<file path="src/assert_macros.svh">
`ifndef ASSERT_MACROS_SVH
`define ASSERT_MACROS_SVH

// Check a property on every rising edge outside reset.
`define ASSERT_CLK(label, prop, msg) \
	label: assert property (@(posedge clk) disable iff (!arst_n) (prop)) else $error(msg);

// Check that a condition implies another in the same cycle.
`define ASSERT_IMPL(label, ante, cons, msg) \
	label: assert property (@(posedge clk) disable iff (!arst_n) (ante) |-> (cons)) \
		else $error(msg);

`endif

</file>
<file path="src/msa_pkg.sv">
package msa_pkg;

	localparam int SAMPLE_BITS    = 12;
	localparam int CHAN_BITS      = 5;
	localparam int SLOT_BITS      = 5;
	localparam int SUM_BITS       = 20;
	localparam int COUNT_BITS     = 8;
	localparam int SPA_BITS       = 9;
	localparam int CC_BITS        = 6;
	localparam int CFG_DATA_BITS  = 9;
	localparam int S_DATA_BITS    = ((SAMPLE_BITS + 7) / 8) * 8;
	localparam int M_DATA_BITS    = ((SAMPLE_BITS + 7) / 8) * 8;
	localparam int M_USER_BITS    = CHAN_BITS + SLOT_BITS;
	localparam int DIGIT_BITS     = 4;
	localparam int SUM_DIGITS     = SUM_BITS / DIGIT_BITS;
	localparam int DIGIT_CNT_BITS = $clog2(SUM_DIGITS);
	localparam int DIV_STEPS      = SUM_BITS;
	localparam int DIV_CNT_BITS   = $clog2(DIV_STEPS);
	localparam int MAX_AVERAGE    = 256;
	localparam int MAX_SLOTS      = 32;

	typedef enum logic [0:0] {
		REG_SAMPLES_PER_AVERAGE = 1'b0,
		REG_CHANNEL_COUNT       = 1'b1
	} cfg_reg_t;

	typedef enum logic [1:0] {
		ST_IDLE,
		ST_ACCUM,
		ST_DIVIDE
	} state_t;

	typedef struct packed {
		logic load;
		logic clear;
	} acc_cmd_t;

endpackage

</file>
<file path="src/multichannel_sample_averager.sv">
// s_tready is high only in idle: a new input is not taken until the last one is summed and,
// on a block's last sample, until the average is divided out and loaded to the output,
// which waits while m_tready holds back a waiting result. The pace is set by the 4-bit
// serial accumulator (5 digits) and the 1-bit-per-cycle divider (20 steps).
// Reset: arst_n clears sum, counters, slot index and output valid; both registers read 1.
`include "assert_macros.svh"

module multichannel_sample_averager (
	input  logic                               clk,
	input  logic                               arst_n,
	input  logic                               s_tvalid,
	output logic                               s_tready,
	input  logic [msa_pkg::S_DATA_BITS-1:0]    s_tdata,   // sample
	input  logic [msa_pkg::CHAN_BITS-1:0]      s_tuser,   // channel
	output logic                               m_tvalid,
	input  logic                               m_tready,
	output logic [msa_pkg::M_DATA_BITS-1:0]    m_tdata,   // average
	output logic [msa_pkg::M_USER_BITS-1:0]    m_tuser,   // slot, avg_channel
	output logic                               m_tlast,
	input  logic                               cfg_we,
	input  logic                               cfg_index,
	input  logic [msa_pkg::CFG_DATA_BITS-1:0]  cfg_wdata
);
	import msa_pkg::*;

	logic [SPA_BITS-1:0]    spa_q;
	logic [CC_BITS-1:0]     cc_q;
	state_t                 state_q;
	state_t                 state_d;
	logic [COUNT_BITS-1:0]  taken_q;
	logic [SLOT_BITS-1:0]   slot_q;
	logic [CHAN_BITS-1:0]   chan_q;
	logic                   m_tvalid_q;
	logic [SAMPLE_BITS-1:0] avg_q;
	logic [CHAN_BITS-1:0]   ochan_q;
	logic [SLOT_BITS-1:0]   oslot_q;
	logic                   olast_q;

	logic [SPA_BITS-1:0]    block_len;
	logic [CC_BITS-1:0]     run_len;
	logic                   block_end;
	logic                   run_end;
	acc_cmd_t               acc_cmd;
	logic                   acc_busy;
	logic [SUM_BITS-1:0]    acc_sum;
	logic                   div_start;
	logic                   div_busy;
	logic [SUM_BITS-1:0]    quotient;
	logic                   out_load;
	logic [SAMPLE_BITS-1:0] average;

	always_comb begin
		if (spa_q == '0) begin
			block_len = SPA_BITS'(1);
		end else if (spa_q > SPA_BITS'(MAX_AVERAGE)) begin
			block_len = SPA_BITS'(MAX_AVERAGE);
		end else begin
			block_len = spa_q;
		end
		if (cc_q == '0) begin
			run_len = CC_BITS'(1);
		end else if (cc_q > CC_BITS'(MAX_SLOTS)) begin
			run_len = CC_BITS'(MAX_SLOTS);
		end else begin
			run_len = cc_q;
		end
	end

	assign block_end = ({1'b0, taken_q} + SPA_BITS'(1)) >= block_len;
	assign run_end   = ({1'b0, slot_q} + CC_BITS'(1)) >= run_len;
	assign average   = (|quotient[SUM_BITS-1:SAMPLE_BITS]) ? '1 : quotient[SAMPLE_BITS-1:0];

	always_ff @(posedge clk or negedge arst_n) begin
		if (!arst_n) begin
			spa_q <= SPA_BITS'(1);
			cc_q  <= CC_BITS'(1);
		end else if (cfg_we) begin
			unique case (cfg_reg_t'(cfg_index))
				REG_SAMPLES_PER_AVERAGE: spa_q <= cfg_wdata[SPA_BITS-1:0];
				REG_CHANNEL_COUNT:       cc_q  <= cfg_wdata[CC_BITS-1:0];
			endcase
		end
	end

	msa_accum u_accum (
		.clk    (clk),
		.arst_n (arst_n),
		.cmd    (acc_cmd),
		.sample (s_tdata[SAMPLE_BITS-1:0]),
		.busy   (acc_busy),
		.sum    (acc_sum)
	);

	msa_divider u_divider (
		.clk      (clk),
		.arst_n   (arst_n),
		.start    (div_start),
		.dividend (acc_sum),
		.divisor  (block_len),
		.busy     (div_busy),
		.quotient (quotient)
	);

	always_ff @(posedge clk or negedge arst_n) begin
		if (!arst_n) begin
			state_q <= ST_IDLE;
		end else begin
			state_q <= state_d;
		end
	end

	always_comb begin
		state_d   = state_q;
		s_tready  = 1'b0;
		acc_cmd   = '0;
		div_start = 1'b0;
		out_load  = 1'b0;
		unique case (state_q)
			ST_IDLE: begin
				s_tready = 1'b1;
				if (s_tvalid) begin
					acc_cmd.load = 1'b1;
					state_d      = ST_ACCUM;
				end
			end
			ST_ACCUM: begin
				if (!acc_busy) begin
					if (block_end) begin
						div_start     = 1'b1;
						acc_cmd.clear = 1'b1;
						state_d       = ST_DIVIDE;
					end else begin
						state_d = ST_IDLE;
					end
				end
			end
			ST_DIVIDE: begin
				if (!div_busy && (!m_tvalid_q || m_tready)) begin
					out_load = 1'b1;
					state_d  = ST_IDLE;
				end
			end
			default: state_d = ST_IDLE;
		endcase
	end

	always_ff @(posedge clk or negedge arst_n) begin
		if (!arst_n) begin
			taken_q    <= '0;
			slot_q     <= '0;
			m_tvalid_q <= 1'b0;
		end else begin
			if (state_q == ST_ACCUM && !acc_busy) begin
				taken_q <= block_end ? '0 : taken_q + 1'b1;
			end
			if (out_load) begin
				slot_q     <= run_end ? '0 : slot_q + 1'b1;
				m_tvalid_q <= 1'b1;
			end else if (m_tready) begin
				m_tvalid_q <= 1'b0;
			end
		end
	end

	always_ff @(posedge clk) begin
		if (acc_cmd.load) begin
			chan_q <= s_tuser;
		end
		if (out_load) begin
			avg_q   <= average;
			ochan_q <= chan_q;
			oslot_q <= slot_q;
			olast_q <= run_end;
		end
	end

	assign m_tvalid = m_tvalid_q;
	assign m_tdata  = M_DATA_BITS'(avg_q);
	assign m_tuser  = {oslot_q, ochan_q};
	assign m_tlast  = olast_q;

	`ASSERT_IMPL(a_div_start_acc_idle, div_start, !acc_busy && !div_busy, "divider started while busy")
	`ASSERT_IMPL(a_load_free, out_load, !m_tvalid_q || m_tready, "result overwrote pending output")
	`ASSERT_IMPL(a_accept_idle, s_tvalid && s_tready, !acc_busy && !div_busy, "input taken while busy")
	`ASSERT_CLK(a_taken_range, {1'b0, taken_q} < SPA_BITS'(MAX_AVERAGE), "sample count out of range")

endmodule

</file>
<file path="src/msa_accum.sv">
module msa_accum (
	input  logic                             clk,
	input  logic                             arst_n,
	input  msa_pkg::acc_cmd_t                cmd,
	input  logic [msa_pkg::SAMPLE_BITS-1:0]  sample,
	output logic                             busy,
	output logic [msa_pkg::SUM_BITS-1:0]     sum
);
	import msa_pkg::*;

	logic [SUM_BITS-1:0]       sum_q;
	logic [SUM_BITS-1:0]       addend_q;
	logic                      carry_q;
	logic [DIGIT_CNT_BITS-1:0] digit_q;
	logic                      busy_q;
	logic [DIGIT_BITS:0]       digit_sum;

	assign digit_sum = {1'b0, sum_q[DIGIT_BITS-1:0]} + {1'b0, addend_q[DIGIT_BITS-1:0]}
		+ {{DIGIT_BITS{1'b0}}, carry_q};

	always_ff @(posedge clk or negedge arst_n) begin
		if (!arst_n) begin
			sum_q   <= '0;
			carry_q <= 1'b0;
			digit_q <= '0;
			busy_q  <= 1'b0;
		end else if (cmd.clear) begin
			sum_q <= '0;
		end else if (cmd.load) begin
			busy_q  <= 1'b1;
			carry_q <= 1'b0;
			digit_q <= DIGIT_CNT_BITS'(SUM_DIGITS - 1);
		end else if (busy_q) begin
			// rotate one digit per cycle, sum digit enters at the top
			sum_q   <= {digit_sum[DIGIT_BITS-1:0], sum_q[SUM_BITS-1:DIGIT_BITS]};
			carry_q <= digit_sum[DIGIT_BITS];
			digit_q <= digit_q - 1'b1;
			if (digit_q == '0) begin
				busy_q <= 1'b0;
			end
		end
	end

	always_ff @(posedge clk) begin
		if (cmd.load) begin
			addend_q <= SUM_BITS'(sample);
		end else if (busy_q) begin
			addend_q <= addend_q >> DIGIT_BITS;
		end
	end

	assign busy = busy_q;
	assign sum  = sum_q;

endmodule

</file>
<file path="src/msa_divider.sv">
module msa_divider (
	input  logic                          clk,
	input  logic                          arst_n,
	input  logic                          start,
	input  logic [msa_pkg::SUM_BITS-1:0]  dividend,
	input  logic [msa_pkg::SPA_BITS-1:0]  divisor,
	output logic                          busy,
	output logic [msa_pkg::SUM_BITS-1:0]  quotient
);
	import msa_pkg::*;

	logic [SUM_BITS-1:0]     quo_q;
	logic [SPA_BITS-1:0]     rem_q;
	logic [DIV_CNT_BITS-1:0] cnt_q;
	logic                    busy_q;
	logic [SPA_BITS:0]       trial;
	logic [SPA_BITS:0]       diff;
	logic                    fits;

	assign trial = {rem_q, quo_q[SUM_BITS-1]};
	assign fits  = trial >= {1'b0, divisor};
	assign diff  = trial - {1'b0, divisor};

	always_ff @(posedge clk or negedge arst_n) begin
		if (!arst_n) begin
			busy_q <= 1'b0;
			cnt_q  <= '0;
		end else if (start) begin
			busy_q <= 1'b1;
			cnt_q  <= DIV_CNT_BITS'(DIV_STEPS - 1);
		end else if (busy_q) begin
			cnt_q <= cnt_q - 1'b1;
			if (cnt_q == '0) begin
				busy_q <= 1'b0;
			end
		end
	end

	// restoring division: one quotient bit per cycle
	always_ff @(posedge clk) begin
		if (start) begin
			quo_q <= dividend;
			rem_q <= '0;
		end else if (busy_q) begin
			quo_q <= {quo_q[SUM_BITS-2:0], fits};
			rem_q <= fits ? diff[SPA_BITS-1:0] : trial[SPA_BITS-1:0];
		end
	end

	assign busy     = busy_q;
	assign quotient = quo_q;

endmodule
</file>
<file path="config.mk">
export PLATFORM = sky130hd
export DESIGN_NAME = multichannel_sample_averager
export DESIGN_NICKNAME = d
export VERILOG_FILES = /design/src/msa_pkg.sv /design/src/multichannel_sample_averager.sv /design/src/msa_accum.sv /design/src/msa_divider.sv
export VERILOG_INCLUDE_DIRS = /design/src /design/src/src
export SDC_FILE = /design/constraint.sdc
export NUM_CORES = 1
export LEC_CHECK = 0
export BUFFER_PORTS_ARGS = -buffer_cell sky130_fd_sc_hd__buf_2
export CAP_MARGIN = 20
export CORE_ASPECT_RATIO = 0.5
export CORE_MARGIN = 5
export CORE_UTILIZATION = 35
export DETAILED_ROUTE_END_ITERATION = 8
export SYNTH_ARGS = -nofsm -noshare
export SYNTH_HDL_FRONTEND = slang
export SYNTH_SLANG_ARGS = --single-unit
</file>
<file path="constraint.sdc">
create_clock -name clk -period 8.2 [get_ports clk]
set_input_delay 0.82 -clock clk [delete_from_list [all_inputs] [get_ports clk]]
set_output_delay 0.82 -clock clk [all_outputs]
set_load 0.02 [all_outputs]
</file>
==> results.toml, run 1 <==
[detailed_routing]
drc = 0
routed_via_density = 4.82
drtIter0Drc = 171
antenna_left = 0
wl_per_cell_um = 13.9
firstDrtPassIters = 4
wl_um = 11700
vias = 4036

[setup_path]
crit_fanout = 33
cp-end-kind = "register"
required_ns = 8.25
critPathLaunchType = "register"
crit_type = "reg2reg"
cp_data_arrival_time_ns = 3.52

[timing]
period_share = 0.424
layout_setup_ws_ns = 4.72
setup_viol = 0
timing.slew.headroom = 0.458
hold_viol_final = 0
max_freq_mhz = 288
rsz0062_at_grt = "no"
fin_tns_setup_ns = 0
hold_ws_ns = 0.424
clock_skew_ns = 0.00894
min_period_ns = 3.48
slew_viol_final = 0
worstMarginPinSlew_ns = 0.812

[global_route]
grt_max_degree = 63
grt_use_met1 = 0.154
grt_pass1_vias = 3996
globalRouteOverflowTotal = 0
top_usage_layer = "met2"
gr-usage-met2 = 0.181
grt_pass1_wl_um = 19900
antenna_found_initial = 0
gr-usage-all-layers = 0.115
use_met3 = 0.0310

[pwr]
leakagePower_nw = 3.21
vdd_drop_max_mv = 0.166
total_power_mw = 2.67
p_per_area_nw_per_um2 = 360

[place]
pre_cts_slack_ns = 4.69
gp_congestion = 0.801
hpwlAfterDp_um = 8130
portBuffers = 56
place_inst = 805

[run]
cap_violations = 0

[yosys]
avgSynthCellArea_um2 = 12.0
synth-seq-cells = 131
synth_compound_area_frac = 0.106
synthXorXnorAreaFrac = 0.0276
synth_top_family_by_area = "simple AND/OR/NAND/NOR gates"
synth_simple_gate_area_share = 0.128
synth.top_cells.by_area = "edfxtp_1 28%, dfrtp_1 24%, ha_1 6.5%"
synth_top_flop_cell = "edfxtp_1"
synth_cell_types = 56
synthAdderAreaFrac = 0.0745
yosys_warnings = 0
syn-cell-area_um2 = 6350
ys_async_sr_fraction = 0.473
synth_top_cell_area_share = 0.284
synth_edf_count = 60
syn_inst = 529
synthMuxAreaShare = 0.0731
yosys.area.top_type = "edfxtp_1"
yosysSeqAreaShare = 0.557

[clock_tree]
htree_levels = 4
postCtsSetupBuffers = 0
clockBufferDepth = 2
cts_resized = 0
cts_sinks = 131
cts_buffers = 17
cts_root_buf = "clkbuf_16"
clkSlewWorstSetupHoldPaths_ns = 0.06
cts_tree = "yes"
clk_latency_ns = 0.41
hold_buffers = 0

[hold_path]
hp-class = "reg2reg"

[die]
start_util = 0.361
die_y_um = 105
dieArea_um2 = 21100
core_um2 = 17600
pin_count = 65
rows = 34
die_w_um = 200

[cells_and_area]
fillers = 1628
instances_no_fill = 838
n_antenna_cell = 0
syn2layout_area_growth_pct = 17.0
layout.nets = 663
layout-drive-gt1-share = 0.248

[outcome]
status = "completed"
==> worst max-delay path, cell delays in order, from the launching register on <==
cell	delay [ns]
dfrtp_1	0.42
ha_1	0.28
and3_1	0.21
and3_1	0.22
xor2_1	0.15
ha_1	0.30
and4_1	0.18
o21ai_1	0.06
o211a_1	0.24
nor3_4	0.10
buf_4	0.40
or2_2	0.53
==> sequential cells by signal, indices dropped and copies added (netlist names), 6 cells and up <==
signal / cells
avg_q: 12
cc_q: 6
spa_q: 9
taken_q: 8
u_accum.addend_q: 12
u_accum.sum: 20
u_divider.quotient: 20
u_divider.rem_q: 9
==> cell usage in the layout, fill, tap and decap left out, types with 7 or more instances in the layout <==
cell type / count
a21o_1: 9
xor2_1: 8
nand2_1: 63
or2_2: 13
inv_1: 19
a22o_1: 25
edfxtp_1: 60
nor2_1: 28
dfxtp_1: 9
and3_1: 15
buf_2: 56
mux2_2: 35
ha_1: 33
mux2i_1: 7
nor2b_1: 11
o21ai_0: 23
xnor2_1: 12
a211oi_1: 7
a21oi_1: 7
dfrtp_1: 60
clkbuf_16: 17
==> per-stage QoR <==
step | utilization | instance area [µm²]
final | 0.423 | 7430
after global routing | 0.423 | 7430
after CTS | 0.421 | 7400
after detailed placement | 0.389 | 6830
after global placement | 0.389 | 6830
after floorplan | - | 6360
==> power breakdown <==
part	total, mW	switching, mW	internal (mW)
combinational	0.867	0.467	0.400
clock	0.735	0.309	0.426
sequential	1.07	0.150	0.921
total	2.67	0.925	1.75
==> cell usage after synthesis, drive strengths merged, types with 12 or more instances <==
library cell  number
nand2             63
dfrtp             60
edfxtp            60
mux2              35
ha                33
nor2              29
o21ai             29
a22o              25
inv               19
and3              15
or2               13
xnor2             12
==> path summary, 6_finish.rpt <==
check	endpoint	startpoint	slack (ns)	cells after the start
worst max-delay path	u_divider.quotient[14]	taken_q[0]	4.72	11
worst min-delay path	ochan_q[3]	chan_q[3]	0.42	0
worst max register to register	u_divider.quotient[14]	taken_q[0]	4.72	11
worst min register to register	ochan_q[3]	chan_q[3]	0.42	0
max in group asynchronous	u_accum.sum[16]	arst_n	7.08	2
min in group asynchronous	taken_q[5]	arst_n	0.58	2
==> area by class of cell <==
class | count | area [µm²] | share of cell area
multi-input combinational | 360 | 2620 | 0.352
clock buffer | 17 | 425 | 0.0573
sequential | 131 | 3540 | 0.476
timing repair buffer | 61 | 338 | 0.0455
clock inverter | 15 | 146 | 0.0197
inverter | 20 | 75.1 | 0.0101
tap | 234 | 293 | 0.0394
==> cell families (layout without fill, tap and decap cells) <==
kind of cell               Yosys count  count (layout)
xor gates and xnor gates            20              20
other                                1               4
muxes                               42              42
AOI/OAI and AO/OA                   93              93
and+or+nand+nor                    165             165
adders and majority gates           36              36
buffers and inverters               41             113
DFF                                131             131
==> routing by layer <==
metal  wire length, µm  vias up
met2              5340       56
met4               162        0
met1              5740     1930
met3               419       15
li1                  -     2035
met5                 0        -
(Power assumes the default switching activity.)
==> run 2, diff against run 1 <==
clock period = 2.9 ns   (was 8.2 ns; I/O delays follow)
==> run 2 against run 1 <==
Net effect:
- the flow now finishes with violations (setup timing)
- total power grew to 2.9 times the previous value
- cell count grew 3.6%
- utilization rose by 2.1 points
- critical path depth increased by 1
- setup slack got worse by 4.8 ns
- non-clock buffer count is 30 higher
- first-iteration DRC count up 77%
- sequential share of layout area down 2.2 points
- via count rose by 3.2%
==> results.toml, run 2 (synthesis gave the netlist of run 1 again) <==
[timing]
hold_ws_ns = 0.0521
hold_viol_final = 0
rsz0062_at_grt = "yes"
period_share = 1.01
min_period_ns = 2.94
worstMarginPinSlew_ns = 0.801
slew_viol_final = 0
layout_setup_ws_ns = -0.0397
setup_viol = 16
clock_skew_ns = 0.00948
max_freq_mhz = 340
timing.slew.headroom = 0.466

[global_route]
globalRouteOverflowTotal = 0
gr-usage-all-layers = 0.123
grt_pass1_wl_um = 21200
grt_pass1_vias = 4170
grt_max_degree = 63
antenna_found_initial = 0

[cells_and_area]
n_antenna_cell = 0
layout.nets = 693
final_common_cell = "nand2_1"
layout-drive-gt1-share = 0.303
final_cell_mix = "63 x nand2_1, 60 x edfxtp_1, 58 x dfrtp_1, 56 x buf_2, 32 x ha_1"
syn2layout_area_growth_pct = 22.8

[clock_tree]
cts_sinks = 131
cts_root_buf = "clkbuf_16"
clk_latency_ns = 0.41
cts_tree = "yes"
hold_buffers = 0
htree_levels = 4
clkSlewWorstSetupHoldPaths_ns = 0.06
clockBufferDepth = 2
cts_buffers = 17

[die]
pin_count = 65
dieArea_um2 = 21100
core_um2 = 17600
die_y_um = 105
die_w_um = 200
rows = 34
start_util = 0.361

[detailed_routing]
wl_per_cell_um = 14.3
routed_via_density = 4.80
drc = 0
drtIter0Drc = 302
antenna_left = 0
vias = 4167
firstDrtPassIters = 4
wl_um = 12400

[setup_path]
worst_path_max_delay_cell = "dfrtp_2"
required_ns = 3.06
max_stage_delay_ns = 0.44
worst-path-buf-inv = 2
crit_chain = "ha_4 > and3_4 > and3_4 > xor2_1 > ha_1 > and4_1 > o21ai_1 > o211a_1 > nor3_4 > buf_12 > buf_12 > mux2_4"
rr_startpoint = "taken_q[0]"
critPathLaunchType = "register"
cp-end-kind = "register"
crit_type = "reg2reg"
r2r_cells = 12
r2r_end = "u_divider.quotient[10]"
r2r_setup_slack_ns = -0.04
cp_data_arrival_time_ns = 3.10
crit_fanout = 8
critical-path-top-delay-family = "simple AND/OR/NAND/NOR gates"

[place]
portBuffers = 56
gp_congestion = 0.832
hpwlAfterDp_um = 8560

[pwr]
swShare = 0.351
seqPwrFrac = 0.385
vdd_drop_max_mv = 0.410
net-switching-power_mw = 2.75
p_per_area_nw_per_um2 = 1010
power_frac_clock = 0.258
leakagePower_nw = 3.40
p_int_mw = 5.09
total_power_mw = 7.84
pwr-share-comb = 0.357

[hold_path]
hold_path_end = "chan_q[0]"
hold_path_depth = 1
hp-start = "s_tuser[0]"
hp-class = "in2reg"

[outcome]
violations = "setup timing"
status = "finished, violations left"

[run]
cap_violations = 0
run 2: cell count changes in the layout (fill, tap and decap cells not counted), moves of 2 or more:
cell | before | now
buf_4 | 4 | 30
and3_1 | 15 | 12
nor2_1 | 28 | 26
and3_4 | 0 | 2
mux2_2 | 35 | 20
clkinvlp_4 | 2 | 6
mux2_4 | 0 | 15
dfrtp_2 | 0 | 2
inv_8 | 2 | 4
inv_6 | 6 | 3
dfrtp_1 | 60 | 58
buf_12 | 0 | 4
run 2: worst register-to-register path, cell delays in order, from the launching register on:
cell and delay [ns]:
dfrtp_2 0.44, ha_4 0.17, and3_4 0.17, and3_4 0.18
xor2_1 0.14, ha_1 0.29, and4_1 0.17, o21ai_1 0.06
o211a_1 0.25, nor3_4 0.24, buf_12 0.18, buf_12 0.14
mux2_4 0.29
run 2: layout make-up:
class	instances	area, µm²
clock buffer	17	425
inverter	20	75.1
tap	234	293
sequential	131	3540
fill	1606	9780
timing repair buffer	91	597
multi-input combinational	360	2720
clock inverter	15	141
run 2: worst max-delay path by stage:
stage,start,to,depth (start not counted)
floorplan,taken_q[0],u_divider.quotient[10],11
global placement,taken_q[1],u_divider.quotient[10],12
detailed placement,taken_q[0],u_divider.quotient[6],12
CTS,taken_q[0],u_divider.quotient[19],12
global route,taken_q[0],u_divider.quotient[7],12
finish,taken_q[0],u_divider.quotient[10],12
run 2: through the flow:
step / setup slack [ns] / instances / area [µm²] / TNS, ns / util
after detailed placement: -0.135 / 826 / 7090 / -4.52 / 0.404
after floorplan: -0.0256 / 532 / 6430 / -0.654 / -
after global routing: -0.178 / 868 / 7790 / -7.68 / 0.444
final: -0.0397 / 868 / 7790 / -0.373 / 0.444
after global placement: -0.0920 / 826 / 7090 / -2.15 / 0.404
after CTS: -0.0378 / 865 / 7760 / -0.276 / 0.442
run 2: metal layers:
layer,routed length [µm],up-vias,global-route usage,part of all wire
met5,0,-,0,0
met2,5640,53,0.191,0.45
met4,119,0,0.0353,0.0096
met1,6250,2013,0.173,0.50
li1,-,2091,-,-
met3,417,10,0.0304,0.034
run 2: what timing repair did:
item | in CTS | in global routing
pin swaps | 5 | 3
hold endpoints to repair | 0 | 0
buffers inserted | 6 | 4
endpoints found under the setup margin | 59 | 67
cloned | 1 | 0
resized for setup | 6 | 8
run 2: power by group through the flow:
stage	Combinational [mW]	Sequential [mW]	Clock, mW
after floorplan	2.14	2.92	0
after global placement	2.64	3.03	0
after detailed placement	2.69	3.04	0
after CTS	2.78	3.01	2.07
after global routing	3.18	3.09	2.17
final	2.80	3.02	2.02
